**src/design/mld_pkg.sv**
```systemverilog
// Shared types and constants for the mip level downsampler.
`timescale 1ns / 1ps
package mld_pkg;

	localparam int TEXEL_W = 24;
	localparam int DIM_W_W = 14;
	localparam int DIM_H_W = 16;
	localparam int POS_W   = 16;

	typedef logic [TEXEL_W-1:0] texel_t;

	// Effective level dimensions after clamping
	typedef struct packed {
		logic [DIM_W_W-1:0] width;
		logic [DIM_H_W-1:0] height;
	} dims_t;

	// One reduced texel request: 3x3 window and its output position
	typedef struct packed {
		texel_t [8:0]     window;
		logic [POS_W-1:0] col_idx;
		logic [POS_W-1:0] row_idx;
		logic             last;
	} job_t;

	typedef enum logic {
		FR_TAKE,
		FR_LOAD
	} front_state_t;

	typedef enum logic [2:0] {
		BK_IDLE,
		BK_SETUP,
		BK_DIV,
		BK_MUL,
		BK_ACC,
		BK_FIN,
		BK_OUT
	} back_state_t;

	localparam logic [1:0] DIV_H_LEFT  = 2'd0;
	localparam logic [1:0] DIV_H_RIGHT = 2'd1;
	localparam logic [1:0] DIV_V_TOP   = 2'd2;
	localparam logic [1:0] DIV_V_BOT   = 2'd3;

	localparam logic REG_WIDTH  = 1'b0;
	localparam logic REG_HEIGHT = 1'b1;

endpackage

```
**src/design/mld_queue.sv**
```systemverilog
// Two-entry request queue between front and back ends.
`timescale 1ns / 1ps
module mld_queue (
	input  logic          clk,
	input  logic          arst_n,
	input  logic          push,
	input  mld_pkg::job_t push_job,
	output logic          full,
	output logic          empty,
	input  logic          pop,
	output mld_pkg::job_t head
);
	import mld_pkg::*;

	job_t       slot_q [2];
	logic       wr_ptr_q;
	logic       rd_ptr_q;
	logic [1:0] count_q;

	assign full  = count_q == 2'd2;
	assign empty = count_q == 2'd0;
	assign head  = slot_q[rd_ptr_q];

	// Store a request
	always_ff @(posedge clk) begin
		if (push) slot_q[wr_ptr_q] <= push_job;
	end

	// Track pointers and fill level
	always_ff @(posedge clk or negedge arst_n) begin
		if (!arst_n) begin
			wr_ptr_q <= 1'b0;
			rd_ptr_q <= 1'b0;
			count_q  <= '0;
		end else begin
			if (push) wr_ptr_q <= !wr_ptr_q;
			if (pop) rd_ptr_q <= !rd_ptr_q;
			case ({push, pop})
				2'b10:   count_q <= count_q + 2'd1;
				2'b01:   count_q <= count_q - 2'd1;
				default: count_q <= count_q;
			endcase
		end
	end

`ifndef NO_ASSERTIONS
	a_no_overflow: assert property (@(posedge clk) disable iff (!arst_n)
		push |-> count_q != 2'd2) else $error("push into full queue");
	a_no_underflow: assert property (@(posedge clk) disable iff (!arst_n)
		pop |-> count_q != 2'd0) else $error("pop from empty queue");
	a_count_range: assert property (@(posedge clk) disable iff (!arst_n)
		count_q != 2'd3) else $error("queue count out of range");
`endif

endmodule

```
**config.mk**
```make
export PLATFORM = sky130hd
export DESIGN_NAME = mld_queue
export DESIGN_NICKNAME = d
export VERILOG_FILES = /design/src/design/mld_pkg.sv /design/src/design/mld_queue.sv
export SDC_FILE = /design/constraint.sdc
export NUM_CORES = 1
export LEC_CHECK = 0
export ABC_CLOCK_PERIOD_IN_PS = 16100
export BUFFER_PORTS_ARGS = -buffer_cell sky130_fd_sc_hd__buf_2
export CAP_MARGIN = 10
export CORE_ASPECT_RATIO = 0.8
export CORE_MARGIN = 10
export CORE_UTILIZATION = 25
export CTS_BUF_LIST = sky130_fd_sc_hd__clkbuf_8
export CTS_CLUSTER_SIZE = 16
export DETAILED_ROUTE_END_ITERATION = 7
export HOLD_SLACK_MARGIN = 0.02
export PLACE_DENSITY = 0.41
export SYNTH_ARGS = -nofsm -noshare
export SYNTH_HDL_FRONTEND = slang
export SYNTH_SLANG_ARGS = --single-unit
export TNS_END_PERCENT = 10
```
**constraint.sdc**
```tcl
create_clock -name clk -period 16.1 [get_ports clk]
set_input_delay 2.415 -clock clk [delete_from_list [all_inputs] [get_ports clk]]
set_output_delay 2.415 -clock clk [all_outputs]
set_load 0.02 [all_outputs]
```
Yosys cells after proc, flatten, opt, wreduce, memory -nomap -nowiden

Memories as Yosys holds them, arrays and structs flattened.
Index checks and enable logic that the tools add are counted.

Equality and inequality tests: 3
Reductions and logical operators: 4
$add $sub $neg: 2
Mux-type cells: 3

Operators by type and width:

| operator            | count |
|---|---|
| $eq 2x2->1 const B  | 2 |
| $pmux 2 s2          | 1 |
| $add 2x1->2 const B | 1 |
| $eq 2x1->1 const B  | 1 |
| $logic_not 1->1     | 2 |
| $logic_not 2->1     | 1 |
| $mux 1              | 2 |
| $reduce_bool 2->1   | 1 |
| $sub 2x1->2 const B | 1 |

Output and inout port bits: 251
Memories: 1
RAM bits: 498
Register bits: 4
Input port bits: 253
Logic and storage cells: 16

Memories:

| memory | words | width | rd ports | clocked after memory_dff | wr ports | line            | source |
|---|---|---|---|---|---|---|---|
| slot_q | 2     | 249   | 1        | 0                        | 1        | mld_queue.sv:15 | `job_t slot_q [2];` |

Longest topological paths before layout

Word-level depth: 2
Gate-level depth with buffers: 5
Gate-level depth less buffers: 5

Worst setup path before layout

Ideal clock, no wire load.

Path kind: input to register
From: in push
To: mem slot_q[0][0] (netlist bit), enable pin
Slack: 2.335 ns
Arrival time: 12.894 ns
Library setup time: 0.870 ns
Path buffers: 0
Data required time: 15.230 ns
Stages: 2
Cell sequence: inv_1 -> nor2_1

Word-level cells in the longest chain between the ends: 2

Ends and longest elaborated chain:

| element                      | line            | source |
|---|---|---|
| from (decl)                  | mld_queue.sv:6  | `input logic push,` |
| $mux 1                       | mld_queue.sv:26 | `if (push) slot_q[wr_ptr_q] <= push_job;` |
| $mux 1 (not written as such) | mld_queue.sv:26 |  |
| to (decl)                    | mld_queue.sv:15 |  |

Every way passes these cells.

==> out/metrics.yaml <==
drc: 0
area_growth_pct: 27.4
rows: 90
start_kind: "register"
clk_latency_ns: 0.65
hold_path.class: "register to register"
hpwl_um: 33500
vias: 9462
firstDrtPassIters: 4
path_class: "register to output port"
hold_viol: 0
synth_edf_count: 498
rsz0062_at_grt: "false"
cts_buffers: 87
n_fill_cell: 7434
ys.flop_type: "edfxtp_1"
worst_ir_drop_vdd_mv: 0.0748
synth_cells: 791
grt_start_max_net_pins: 66
ant_nets: 0
drt-initial-drc-count: 400
setup_viol: 0
viasPerCell: 3.87
routabilityCongestion: 0.731
synth_seq_cells: 502
endpoint_kind: "output port"
grt_pass1_vias: 10500
async_reset_ff_share_pct: 0.797
antenna_found_initial: 15
synth.area.top_cells: "edfxtp_1 (79%), mux2_4 (16%), mux2_2 (2.9%)"
yosysSeqAreaShare_pct: 79.3
drive_above_1_share_pct: 60.8
synth_top_area_share_pct: 78.8
fin_nets: 1620
cts_tree: "built"
syn-mean-instance-area_um2: 24.0
crit_top_cell: "buf_4"
worst_pin_slew_ns: 1.04
cts-root-buf: "clkbuf_8"
status: "finished, final reports clean"
multiInputGateArea_mm2: 0.00364
synth_most_common_cell: "edfxtp_1"
synth_area_mm2: 0.0190
cp_max_fo: 55
slowest_delay_ns: 0.97
fp.dieW_um: 328
ys_warn_count: 0
port_buffers: 503
routedWlPerCell_um: 19.8
cts_buffer_depth: 3
dieArea_mm2: 0.0874
placed_cells: 2289
layoutNonFillerInstCount: 2446
cts.clk_slew.worst_paths_ns: 0.06
synth.distinct_cells: 14
cap_violations: 0
grtUsageTotal_pct: 10.6
cts_max_level: 3
grt_pass1_wl_um: 68800
max_slew_margin_pct: 30.6
crit_chain: "buf_4 -> buf_4 -> mux2_4 -> buf_2"
grt-ovfl-total: 0
leakage_nw: 9.58
cp.arrival_ns: 4.10
drv_slew: 0
required_ns: 13.69
synth_nets: 1045
finClkSkew_ns: 0.0199
clkSinkCount: 502
cts_resized: 0
max_freq_ghz: 0.153
postCtsSetupRepairBufs: 0
wl_um: 48500
fin_hold_ws_ns: 0.494
ff_latch_area_mm2: 0.0151
min_period_ns: 6.52
die_h_um: 266
synth_common_cells: "edfxtp_1 (498), mux2_4 (200), mux2_2 (49), buf_6 (21), buf_2 (5)"
final_area_mm2: 0.0242
fp.coreArea_mm2: 0.0753
postPlaceCellArea_mm2: 0.0226
ios: 504
start_util_pct: 25.2
cp_slowest_cell: "dfrtp_4"
fin_crit_sh_pct: 40.5
cts_hold_buf: 0
yosys.area.top_type: "edfxtp_1"
p_per_area_mw_per_mm2: 183
fin_setup_tns_ns: 0
-- placed cells by master (no fill, tap or decap) --
cell          n
clkinvlp_4    2
mux2_2       49
xnor2_1       2
dfrtp_1       3
mux2_4      200
buf_2       503
and2_4        1
clkinv_2      5
nor2_1        2
ha_1          1
nor2b_1       1
inv_1        36
xor2_1        3
buf_4        11
diode_2       4
clkbuf_8     93
inv_6         1
nor2_4        1
bufinv_16     3
clkinv_1     14
edfxtp_1    498
dfrtp_4       1
-- worst max-delay path: cells and delay by family, from the launching register on --
kind                   cells  cell delay [ns]
buffers and inverters      3             1.94
multiplexers               1             0.38
flip-flops                 1             0.97
-- per-stage QoR --
stage | setup WS [ns] | total power (W) | utilization, %
6_report | 9.58 | 0.00442 | 32.1
5_1_grt | 9.28 | 0.00467 | 32.1
4_1_cts | 9.34 | 0.00454 | 32.1
3_5_place_dp | 10.11 | 0.00344 | 30.0
3_3_place_gp | 10.13 | 0.00343 | 30.0
2_1_floorplan | 2.34 | 0.00303 | -
-- state kept, by name, summed over array words and instances (netlist names) --
name,flops
rd_ptr_q,1
wr_ptr_q,1
slot_q,498
count_q,2
-- logic make-up after synthesis --
logic type | share of synthesized area [%]
fa+ha+maj | 0.0659
flops | 79.3
simple gates | 0.125
buf+inv | 1.56
xor+xnor | 0.231
mux | 18.7
-- path summary, 6_finish.rpt --
path	cells past startpoint	slack (ns)	startpoint	endpoint
setup / recovery	4	9.58	rd_ptr_q$_DFFE_PN0P_	head[38]
hold / removal	1	0.49	count_q[1]$_DFFE_PN0P_	count_q[1]$_DFFE_PN0P_
setup reg to reg	3	12.77	wr_ptr_q$_DFFE_PN0P_	slot_q[1][161]$_DFFE_PP_
hold reg to reg	1	0.49	count_q[1]$_DFFE_PN0P_	count_q[1]$_DFFE_PN0P_
max in group asynchronous	1	14.40	arst_n	rd_ptr_q$_DFFE_PN0P_
min in group asynchronous	1	1.56	arst_n	wr_ptr_q$_DFFE_PN0P_
-- power breakdown --
group | leakage [nW] | switching [W] | internal (W) | total, W
clock | 0.944 | 0.000497 | 0.000576 | 0.00107
sequential | 4.72 | 0.0000893 | 0.00174 | 0.00183
combinational | 3.91 | 0.000884 | 0.000639 | 0.00152
-- routing by layer --
| layer | routed length, um | vias up | global-route usage (%) |
|---|---|---|---|
| li1 | - | 4336 | - |
| met1 | 18800 | 4648 | 11.6 |
| met2 | 23900 | 345 | 17.7 |
| met3 | 4640 | 113 | 5.21 |
| met4 | 1120 | 20 | 3.47 |
| met5 | 117 | - | 0 |
-- area by class of cell --
class / instances / share of cell area [%]
clock buffers: 93 / 5.29
repair buffers: 514 / 10.8
inverters: 1 / 0.0155
diodes: 4 / 0.0414
flip-flops and latches: 502 / 62.3
clock inverters: 60 / 1.33
well taps: 1012 / 5.24
multi-input cells: 260 / 15.1
Power figures use the tool's default switching activity.
