File: config.mk
export PLATFORM = sky130hd
export DESIGN_NAME = mld_back
export DESIGN_NICKNAME = d
export VERILOG_FILES = /design/src/design/mld_pkg.sv /design/src/design/mld_back.sv
export SDC_FILE = /design/constraint.sdc
export NUM_CORES = 2
export LEC_CHECK = 0
export BUFFER_PORTS_ARGS = -buffer_cell sky130_fd_sc_hd__buf_2
export CORE_MARGIN = 5
export CORE_UTILIZATION = 45
export DETAILED_ROUTE_END_ITERATION = 12
export PLACE_DENSITY = 0.63
export SKIP_LAST_GASP = 1
export SYNTH_ARGS = -nofsm -noshare
export SYNTH_HDL_FRONTEND = slang
export SYNTH_SLANG_ARGS = --single-unit
File: constraint.sdc
create_clock -name clk -period 23.8 [get_ports clk]
set_clock_uncertainty 0.2 [all_clocks]
set_input_delay 1.19 -clock clk [delete_from_list [all_inputs] [get_ports clk]]
set_output_delay 1.19 -clock clk [all_outputs]
set_load 0.01 [all_outputs]
File: src/design/mld_pkg.sv
// Shared types and constants for the mip level downsampler.
`timescale 1ns / 1ps
package mld_pkg;

	localparam int TEXEL_W = 24;
	localparam int DIM_W_W = 14;
	localparam int DIM_H_W = 16;
	localparam int POS_W   = 16;

	typedef logic [TEXEL_W-1:0] texel_t;

	// Effective level dimensions after clamping
	typedef struct packed {
		logic [DIM_W_W-1:0] width;
		logic [DIM_H_W-1:0] height;
	} dims_t;

	// One reduced texel request: 3x3 window and its output position
	typedef struct packed {
		texel_t [8:0]     window;
		logic [POS_W-1:0] col_idx;
		logic [POS_W-1:0] row_idx;
		logic             last;
	} job_t;

	typedef enum logic {
		FR_TAKE,
		FR_LOAD
	} front_state_t;

	typedef enum logic [2:0] {
		BK_IDLE,
		BK_SETUP,
		BK_DIV,
		BK_MUL,
		BK_ACC,
		BK_FIN,
		BK_OUT
	} back_state_t;

	localparam logic [1:0] DIV_H_LEFT  = 2'd0;
	localparam logic [1:0] DIV_H_RIGHT = 2'd1;
	localparam logic [1:0] DIV_V_TOP   = 2'd2;
	localparam logic [1:0] DIV_V_BOT   = 2'd3;

	localparam logic REG_WIDTH  = 1'b0;
	localparam logic REG_HEIGHT = 1'b1;

endpackage

File: src/design/mld_back.sv
// Back end: weight division, 3x3 filter accumulation and output register.
`timescale 1ns / 1ps
module mld_back #(
	parameter int WEIGHT_FRAC_BITS = 16
) (
	input  logic           clk,
	input  logic           arst_n,
	input  mld_pkg::dims_t dims,
	input  logic           empty,
	input  mld_pkg::job_t  head,
	output logic           pop,
	output logic           out_valid,
	input  logic           out_ready,
	output logic [7:0]     out_red,
	output logic [7:0]     out_green,
	output logic [7:0]     out_blue,
	output logic           last_of_level
);
	import mld_pkg::*;

	localparam int F      = WEIGHT_FRAC_BITS;
	localparam int WT_W   = F + 1;
	localparam int PR_W   = 2 * WT_W;
	localparam int ACC_W  = 2 * F + 10;
	localparam int DVD_W  = F + 16;
	localparam int STEP_W = $clog2(DVD_W + 1);
	localparam logic [WT_W-1:0] UNIT = WT_W'(1) << F;
	localparam logic [WT_W-1:0] HALF = WT_W'(1) << (F - 1);

	back_state_t        state_q, state_d;
	job_t               job_q;
	logic [1:0]         div_sel_q;
	logic [STEP_W-1:0]  step_q;
	logic [DVD_W-1:0]   dvd_q;
	logic [16:0]        rem_q;
	logic [15:0]        den_q;
	logic [WT_W-1:0]    quot_q [4];
	logic [1:0]         row_q, col_q;
	logic [PR_W-1:0]    wt_s1;
	texel_t             tex_s1;
	logic [ACC_W-1:0]   acc_q [3];
	logic [7:0]         res_q [3];
	logic               last_q;
	logic [WT_W-1:0]    wh [3];
	logic [WT_W-1:0]    wv [3];
	logic [15:0]        nh, nv, num, n_sel;
	logic [16:0]        rem_sh, rem_next;
	logic               ge;
	logic               div_done, div_last, tap_last;
	logic [3:0]         tap;

	// Operands for the selected weight division
	always_comb begin
		nh = 16'(dims.width >> 1);
		nv = dims.height >> 1;
		case (div_sel_q)
			DIV_H_LEFT:  begin num = nh - job_q.col_idx; n_sel = nh; end
			DIV_H_RIGHT: begin num = job_q.col_idx + 16'd1; n_sel = nh; end
			DIV_V_TOP:   begin num = nv - job_q.row_idx; n_sel = nv; end
			default:     begin num = job_q.row_idx + 16'd1; n_sel = nv; end
		endcase
	end

	// Restoring divider step
	always_comb begin
		rem_sh   = {rem_q[15:0], dvd_q[DVD_W-1]};
		ge       = rem_sh >= {1'b0, den_q};
		rem_next = ge ? rem_sh - {1'b0, den_q} : rem_sh;
	end

	assign div_done = step_q == STEP_W'(DVD_W - 1);
	assign div_last = div_sel_q == DIV_V_BOT;
	assign tap_last = row_q == 2'd2 && col_q == 2'd2;
	assign tap      = 4'({row_q, 1'b0}) + 4'(row_q) + 4'(col_q);

	// Column and row weights aligned to the window
	always_comb begin
		wh[0] = '0; wh[1] = '0; wh[2] = '0;
		wv[0] = '0; wv[1] = '0; wv[2] = '0;
		if (dims.width == DIM_W_W'(1)) begin
			wh[2] = UNIT;
		end else if (!dims.width[0]) begin
			wh[1] = HALF;
			wh[2] = HALF;
		end else begin
			wh[0] = quot_q[0];
			wh[2] = quot_q[1];
			wh[1] = UNIT - quot_q[0] - quot_q[1];
		end
		if (dims.height == DIM_H_W'(1)) begin
			wv[2] = UNIT;
		end else if (!dims.height[0]) begin
			wv[1] = HALF;
			wv[2] = HALF;
		end else begin
			wv[0] = quot_q[2];
			wv[2] = quot_q[3];
			wv[1] = UNIT - quot_q[2] - quot_q[3];
		end
	end

	// Next state
	always_comb begin
		state_d = state_q;
		unique case (state_q)
			BK_IDLE:  if (!empty) state_d = BK_SETUP;
			BK_SETUP: state_d = BK_DIV;
			BK_DIV:   if (div_done) state_d = div_last ? BK_MUL : BK_SETUP;
			BK_MUL:   state_d = BK_ACC;
			BK_ACC:   state_d = tap_last ? BK_FIN : BK_MUL;
			BK_FIN:   state_d = BK_OUT;
			BK_OUT:   if (out_ready) state_d = BK_IDLE;
			default:  state_d = BK_IDLE;
		endcase
	end

	// Outputs
	always_comb begin
		pop       = 1'b0;
		out_valid = 1'b0;
		unique case (state_q)
			BK_IDLE: pop = !empty;
			BK_OUT:  out_valid = 1'b1;
			default: pop = 1'b0;
		endcase
	end

	always_ff @(posedge clk or negedge arst_n) begin
		if (!arst_n) state_q <= BK_IDLE;
		else state_q <= state_d;
	end

	// Sequence counters
	always_ff @(posedge clk or negedge arst_n) begin
		if (!arst_n) begin
			div_sel_q <= '0;
			step_q    <= '0;
			row_q     <= '0;
			col_q     <= '0;
		end else begin
			case (state_q)
				BK_IDLE: begin
					div_sel_q <= DIV_H_LEFT;
					row_q     <= '0;
					col_q     <= '0;
				end
				BK_SETUP: step_q <= '0;
				BK_DIV: begin
					step_q <= step_q + STEP_W'(1);
					if (div_done) div_sel_q <= div_sel_q + 2'd1;
				end
				BK_ACC: begin
					if (col_q == 2'd2) begin
						col_q <= '0;
						row_q <= row_q + 2'd1;
					end else begin
						col_q <= col_q + 2'd1;
					end
				end
				default: step_q <= step_q;
			endcase
		end
	end

	// Datapath: take request, divide, multiply, accumulate
	always_ff @(posedge clk) begin
		case (state_q)
			BK_IDLE: begin
				if (!empty) job_q <= head;
				for (int c = 0; c < 3; c++) acc_q[c] <= '0;
			end
			BK_SETUP: begin
				dvd_q <= {num, {F{1'b0}}} + DVD_W'(n_sel);
				rem_q <= '0;
				den_q <= {n_sel[14:0], 1'b1};
			end
			BK_DIV: begin
				rem_q <= rem_next;
				dvd_q <= {dvd_q[DVD_W-2:0], ge};
				if (div_done) quot_q[div_sel_q] <= WT_W'({dvd_q[DVD_W-2:0], ge});
			end
			BK_MUL: begin
				wt_s1  <= wv[row_q] * wh[col_q];
				tex_s1 <= job_q.window[tap];
			end
			BK_ACC: begin
				if (wt_s1 != '0) begin
					for (int c = 0; c < 3; c++)
						acc_q[c] <= acc_q[c] + ACC_W'(wt_s1 * tex_s1[c*8 +: 8]);
				end
			end
			BK_FIN: begin
				for (int c = 0; c < 3; c++) begin
					if (acc_q[c][ACC_W-1:2*F] > (ACC_W-2*F)'(255)) res_q[c] <= 8'hFF;
					else res_q[c] <= acc_q[c][2*F +: 8];
				end
				last_q <= job_q.last;
			end
			default: last_q <= last_q;
		endcase
	end

	assign out_red       = res_q[0];
	assign out_green     = res_q[1];
	assign out_blue      = res_q[2];
	assign last_of_level = last_q;

`ifndef NO_ASSERTIONS
	a_pop_starts: assert property (@(posedge clk) disable iff (!arst_n)
		pop |=> state_q == BK_SETUP) else $error("pop did not start a request");
	a_div_sel_hold: assert property (@(posedge clk) disable iff (!arst_n)
		state_q == BK_DIV && $past(state_q) == BK_DIV |-> $stable(div_sel_q))
		else $error("division select moved mid division");
	a_tap_range: assert property (@(posedge clk) disable iff (!arst_n)
		state_q == BK_MUL |-> row_q != 2'd3 && col_q != 2'd3)
		else $error("tap index out of window");
`endif

endmodule

Word-level counts from Yosys, hierarchy flattened
Memory sizes are Yosys's and may differ from the RTL's.
Index checks and enable logic that the tools add are counted.
Operators by class
  eq/ne operators: 18
  $add $sub $neg: 19
  bitwise operators: 9
  order comparisons: 7
  multiply operators: 4
  multiplexer cells: 68
  reductions and logical operators: 13
Operators by type and width (count)
  17-bit 2-to-1 mux: 8
  34-bit 2-to-1 mux: 4
  42-bit adder: 3
  34-bit by 8-bit multiplier with 42-bit output: 3
  42-bit 2-to-1 mux: 3
  24-bit binary-select mux with 4-bit select: 1
  17-bit binary-select mux with 2-bit select: 2
  32-bit case mux with 2 select lines: 1
  16-bit case mux with 3 select lines: 1
  17-bit by 17-bit multiplier with 34-bit output: 1
  34-bit nonzero test: 1
  17-bit subtractor: 2
  17-bit subtractor (first input constant): 2
  16-bit by 1-bit adder with 16-bit output (second input constant): 2
  32-bit by 16-bit adder with 32-bit output: 1
  16-bit case mux with 2 select lines: 1
  10-bit by 8-bit > comparator with 1-bit output (second input constant): 3
  1-bit 2-to-1 mux: 28
  24-bit 2-to-1 mux: 1
  8-bit 2-to-1 mux: 3
  3-bit case mux with 7 select lines: 1
  17-bit by 16-bit >= comparator with 1-bit output: 1
  16-bit by 1-bit equality test with 1-bit output (second input constant): 1
  16-bit 2-to-1 mux: 1
  33 further kinds: 63
Storage, ports and cells
  output and inout bits: 27
  memory bits (writable): 218
  memories: 3
  input bits: 283
  flip-flop bits (word level): 386
Memories
  acc_q: depth 3, width 42, read ports 3, clocked after Yosys merged registers in 0, write ports 3, RTL line mld_back.sv:41  | logic [ACC_W-1:0] acc_q [3];
  quot_q: depth 4, width 17, read ports 4, clocked after Yosys merged registers in 0, write ports 1, RTL line mld_back.sv:37  | logic [WT_W-1:0] quot_q [4];
  res_q: depth 3, width 8, read ports 3, clocked after Yosys merged registers in 0, write ports 3, RTL line mld_back.sv:42  | logic [7:0] res_q [3];

Depth between registers and ports, before layout
An unclocked memory read counts as a cell.
  word-level depth: 9
  depth in mapped cells: 36

Worst setup path after synthesis
Ideal clock, no wire load.
  kind: in2out
  from: input empty
  to: output pop
  arrival: 18.234 ns
  stages on the path: 1
  slack: 4.176 ns
  cell sequence: nor3_1
Between the ends
  word-level cells in the longest chain between the ends: 2
Ends and longest elaborated chain
  start: declaration: RTL line mld_back.sv:9  | input logic empty,
  1-bit zero test
  1-bit 2-to-1 mux: RTL line mld_back.sv:121  | unique case (state_q)
  end: declaration: RTL line mld_back.sv:11  | output logic pop,
No other way between the ends.

==> results.yml <==
run_status:
  outcome: "completed"
logic_synthesis:
  ys_warn_count: 0
  synth_top_family_by_area: "adder cells"
  synthAdderAreaFrac_pct: 36.2
  synth_fp_nets: 8086
  syn-instance-count: 6470
  synthMuxAreaShare_pct: 3.17
  synth_flop_cell: "sky130_fd_sc_hd__edfxtp_1"
  synth_largest_area_cell: "sky130_fd_sc_hd__fa_1"
  synthDistinctLibCells: 86
  synth_compound_area_share_pct: 8.01
  yosys.area_share.simple_pct: 14.0
  syn_avg_cell_area_um2: 10.1
  synth_seq_area_share_pct: 27.6
  netlist_top_cells_area: "sky130_fd_sc_hd__fa_1 (28%), sky130_fd_sc_hd__edfxtp_1 (27%), sky130_fd_sc_hd__ha_1 (7.8%)"
  synthArstFlopShare_pct: 2.48
  post_synth_xor_area_fraction_pct: 2.32
  synth.ff_latch_count: 604
  yosys.area.top_type_share_pct: 28.4
  edff_count_synth: 589
  mappedNetlistArea_mm2: 0.0653
cts:
  clock_latency_ns: 0.68
  clk_root_buffer_cell: "sky130_fd_sc_hd__clkbuf_16"
  hold_buffers: 0
  cts.repair_timing.setup_buffer_count: 0
  numClockSinks: 604
  ctsLongestPathBuffers: 3
  clk_pin_slew_ns: 0.06
  cts_tree: "yes"
  cts_resized: 0
  cts_max_level: 3
  tritoncts.num_buffers: 74
drt:
  remaining_drc_errors: 0
  drt_iter0_markers: 2688
  vias_per_cell: 5.29
  antenna_left: 0
  routed_wire_length_per_instance_um: 19.4
  via_count: 45785
  wire_length_reported_by_the_detailed_router_mm: 168
  first_pass_drt_iterations: 5
setup_path:
  max_fo_critical_path: 16
  setup.reg_to_reg.worst_slack_ns: 13.98
  r2r.worst_path.cells: 33
  startpoint_type: "register"
  worst_setup_path_end_kind: "register"
  worst_r2r_startpoint: "quot_q[2][2]"
  worst_ep_required_time_ns: 24.00
  critical_path.reg2reg.endpoint: "wt_s1[30]"
  crit_path_max_incr_delay_ns: 0.56
  kind_of_critical_path: "reg -> reg"
  arrival_time_at_the_worst_endpoint_ns: 10.03
  worst_path_max_delay_cell: "sky130_fd_sc_hd__fa_1"
timing:
  finalHoldViolations: 0
  grt_setup_unrepaired: "no"
  min_period_over_period_pct: 41.3
  final_count_of_pins_violating_max_slew: 0
  report.final.setup_viol: 0
  fmax_mhz: 102
  final.min_clock_period_ns: 9.82
  timing_worst_slew_pin_value_ns: 1.21
  layout_setup_ws_ns: 13.98
  slew-limit-headroom_pct: 19.1
  total_negative_slack_ns: 0
layout:
  layout.cells.most_common: "sky130_fd_sc_hd__inv_1"
  share_of_cells_above_drive_strength_1_pct: 10.0
  synthToLayoutAreaGrowth_pct: 9.62
  multiInputGateArea_mm2: 0.0417
  count_of_fill_cells_added_during_filler_insertion: 13268
  mostFrequentLayoutCells: "sky130_fd_sc_hd__inv_1 (1222), sky130_fd_sc_hd__fa_1 (927), sky130_fd_sc_hd__nand2_1 (822)"
  design.final.nets: 8293
  area_used_by_sequential_logic_in_the_layout_mm2: 0.0181
  final_core_util_pct: 49.7
place:
  port-buffer-count: 309
  gpl.final_weighted_congestion: 0.890
  dpl_worst_slack_ns: 13.87
  post-dp-hpwl_mm: 128
floorplanning:
  io_pins: 310
  core_area_mm2: 0.144
  die_height_um: 391
  full_die_area_mm2: 0.153
  initial_core_util_pct: 45.4
  core.rowCount: 139
  die_x_um: 391
global_routing:
  grt_first_pass_wirelength_mm: 273
  grt_use_met2_pct: 39.2
  grt_antenna_before_repair: 14
  use_met3_pct: 3.08
  global_route.overflow_total: 0
  grt.busiest_layer: "met2"
  grt_start_max_net_pins: 127
  grt_pass1_vias: 49471
  grt_usage_pct: 22.5
  globalRouteMet1Util_pct: 29.6
hold_path:
  timing.hold.worst.class: "in -> async"
job:
  drv_cap: 0
## cell usage after synthesis (30+ instances only)
master                     number
sky130_fd_sc_hd__inv_1       1223
sky130_fd_sc_hd__fa_1         927
sky130_fd_sc_hd__nand2_1      822
sky130_fd_sc_hd__edfxtp_1     589
sky130_fd_sc_hd__and2_1       422
sky130_fd_sc_hd__ha_1         406
sky130_fd_sc_hd__clkbuf_1     260
sky130_fd_sc_hd__nor2_1       252
sky130_fd_sc_hd__a21oi_1      223
sky130_fd_sc_hd__o21ai_0      146
sky130_fd_sc_hd__a21o_1       106
sky130_fd_sc_hd__xnor2_1      105
sky130_fd_sc_hd__nor3_1        81
sky130_fd_sc_hd__nand3_1       75
sky130_fd_sc_hd__xor2_1        68
sky130_fd_sc_hd__mux2_2        53
sky130_fd_sc_hd__nand2b_1      53
sky130_fd_sc_hd__nor2b_1       51
sky130_fd_sc_hd__mux4_2        48
sky130_fd_sc_hd__mux2i_1       39
sky130_fd_sc_hd__o21a_1        39
sky130_fd_sc_hd__and3_1        36
sky130_fd_sc_hd__o31ai_1       32
sky130_fd_sc_hd__a31oi_1       30
## flip-flops by register name, summed over array words and instances, names as in the netlist
register       flops
job_q            249
step_q             6
state_q            3
tex_s1            24
row_q              2
res_q             24
wt_s1             34
dvd_q             32
den_q             15
quot_q            68
div_sel_q          2
col_q              2
last_of_level      1
rem_q             16
acc_q            126
## logic make-up (layout without fill, tap and decap cells)
kind of cell               count (synthesis)  after routing
buffers and inverters                   1504           1768
other                                      0             12
AOI/OAI and AO/OA                        803            803
DFF                                      604            604
muxes                                    140            140
xor gates and xnor gates                 173            173
adders and majority gates               1333           1333
and+or+nand+nor                         1913           1913
## worst max-delay path: cells and delay by family, from the launching register on
kind,cells,cell delay (ns)
multiplexers,1,0.23
adder cells (fa/ha/maj),9,3.91
AO/OA/AOI/OAI,13,3.58
buffers and inverters,6,0.34
flip-flops,1,0.39
AND/OR/NAND/NOR,4,0.90
## metal layers
layer	vias up	routed length (um)
li1	21199	-
met1	23261	71700
met2	1077	83600
met3	246	7880
met4	2	4760
met5	-	13
## worst max-delay path by stage
| stage | start | end | slack [ns] | cells past startpoint |
|---|---|---|---|---|
| 6_report | quot_q[2][2] | wt_s1[30] | 13.98 | 33 |
| 5_1_grt | quot_q[3][1] | wt_s1[30] | 13.43 | 35 |
| 4_1_cts | quot_q[2][2] | wt_s1[30] | 13.98 | 33 |
| 3_5_place_dp | dims[16] | wt_s1[30] | 13.87 | 27 |
| 3_3_place_gp | dims[2] | wt_s1[30] | 13.98 | 26 |
| 2_1_floorplan | empty | pop | 4.18 | 1 |
## stage by stage
| step | cell area (um2) | cells | hold slack, ns |
|---|---|---|---|
| after global placement | 69100 | 8503 | 0.288 |
| after floorplan | 65300 | 6470 | 0.200 |
| after CTS | 71600 | 8636 | 0.197 |
| final | 71600 | 8649 | 0.231 |
| after global routing | 71600 | 8648 | 0.220 |
| after detailed placement | 69100 | 8503 | 0.305 |
## layout make-up
type	count	share of cell area, %
diodes	12	0.0419
clock buffers	86	2.65
clock inverters	47	0.872
inverters	1224	6.41
multi-input cells	4362	58.2
flip-flops and latches	604	25.2
well taps	1903	3.32
repair buffers	411	3.25
Power is not shown: default switching activity piles up to over one toggle a cycle in this logic, so the estimate is an artifact.
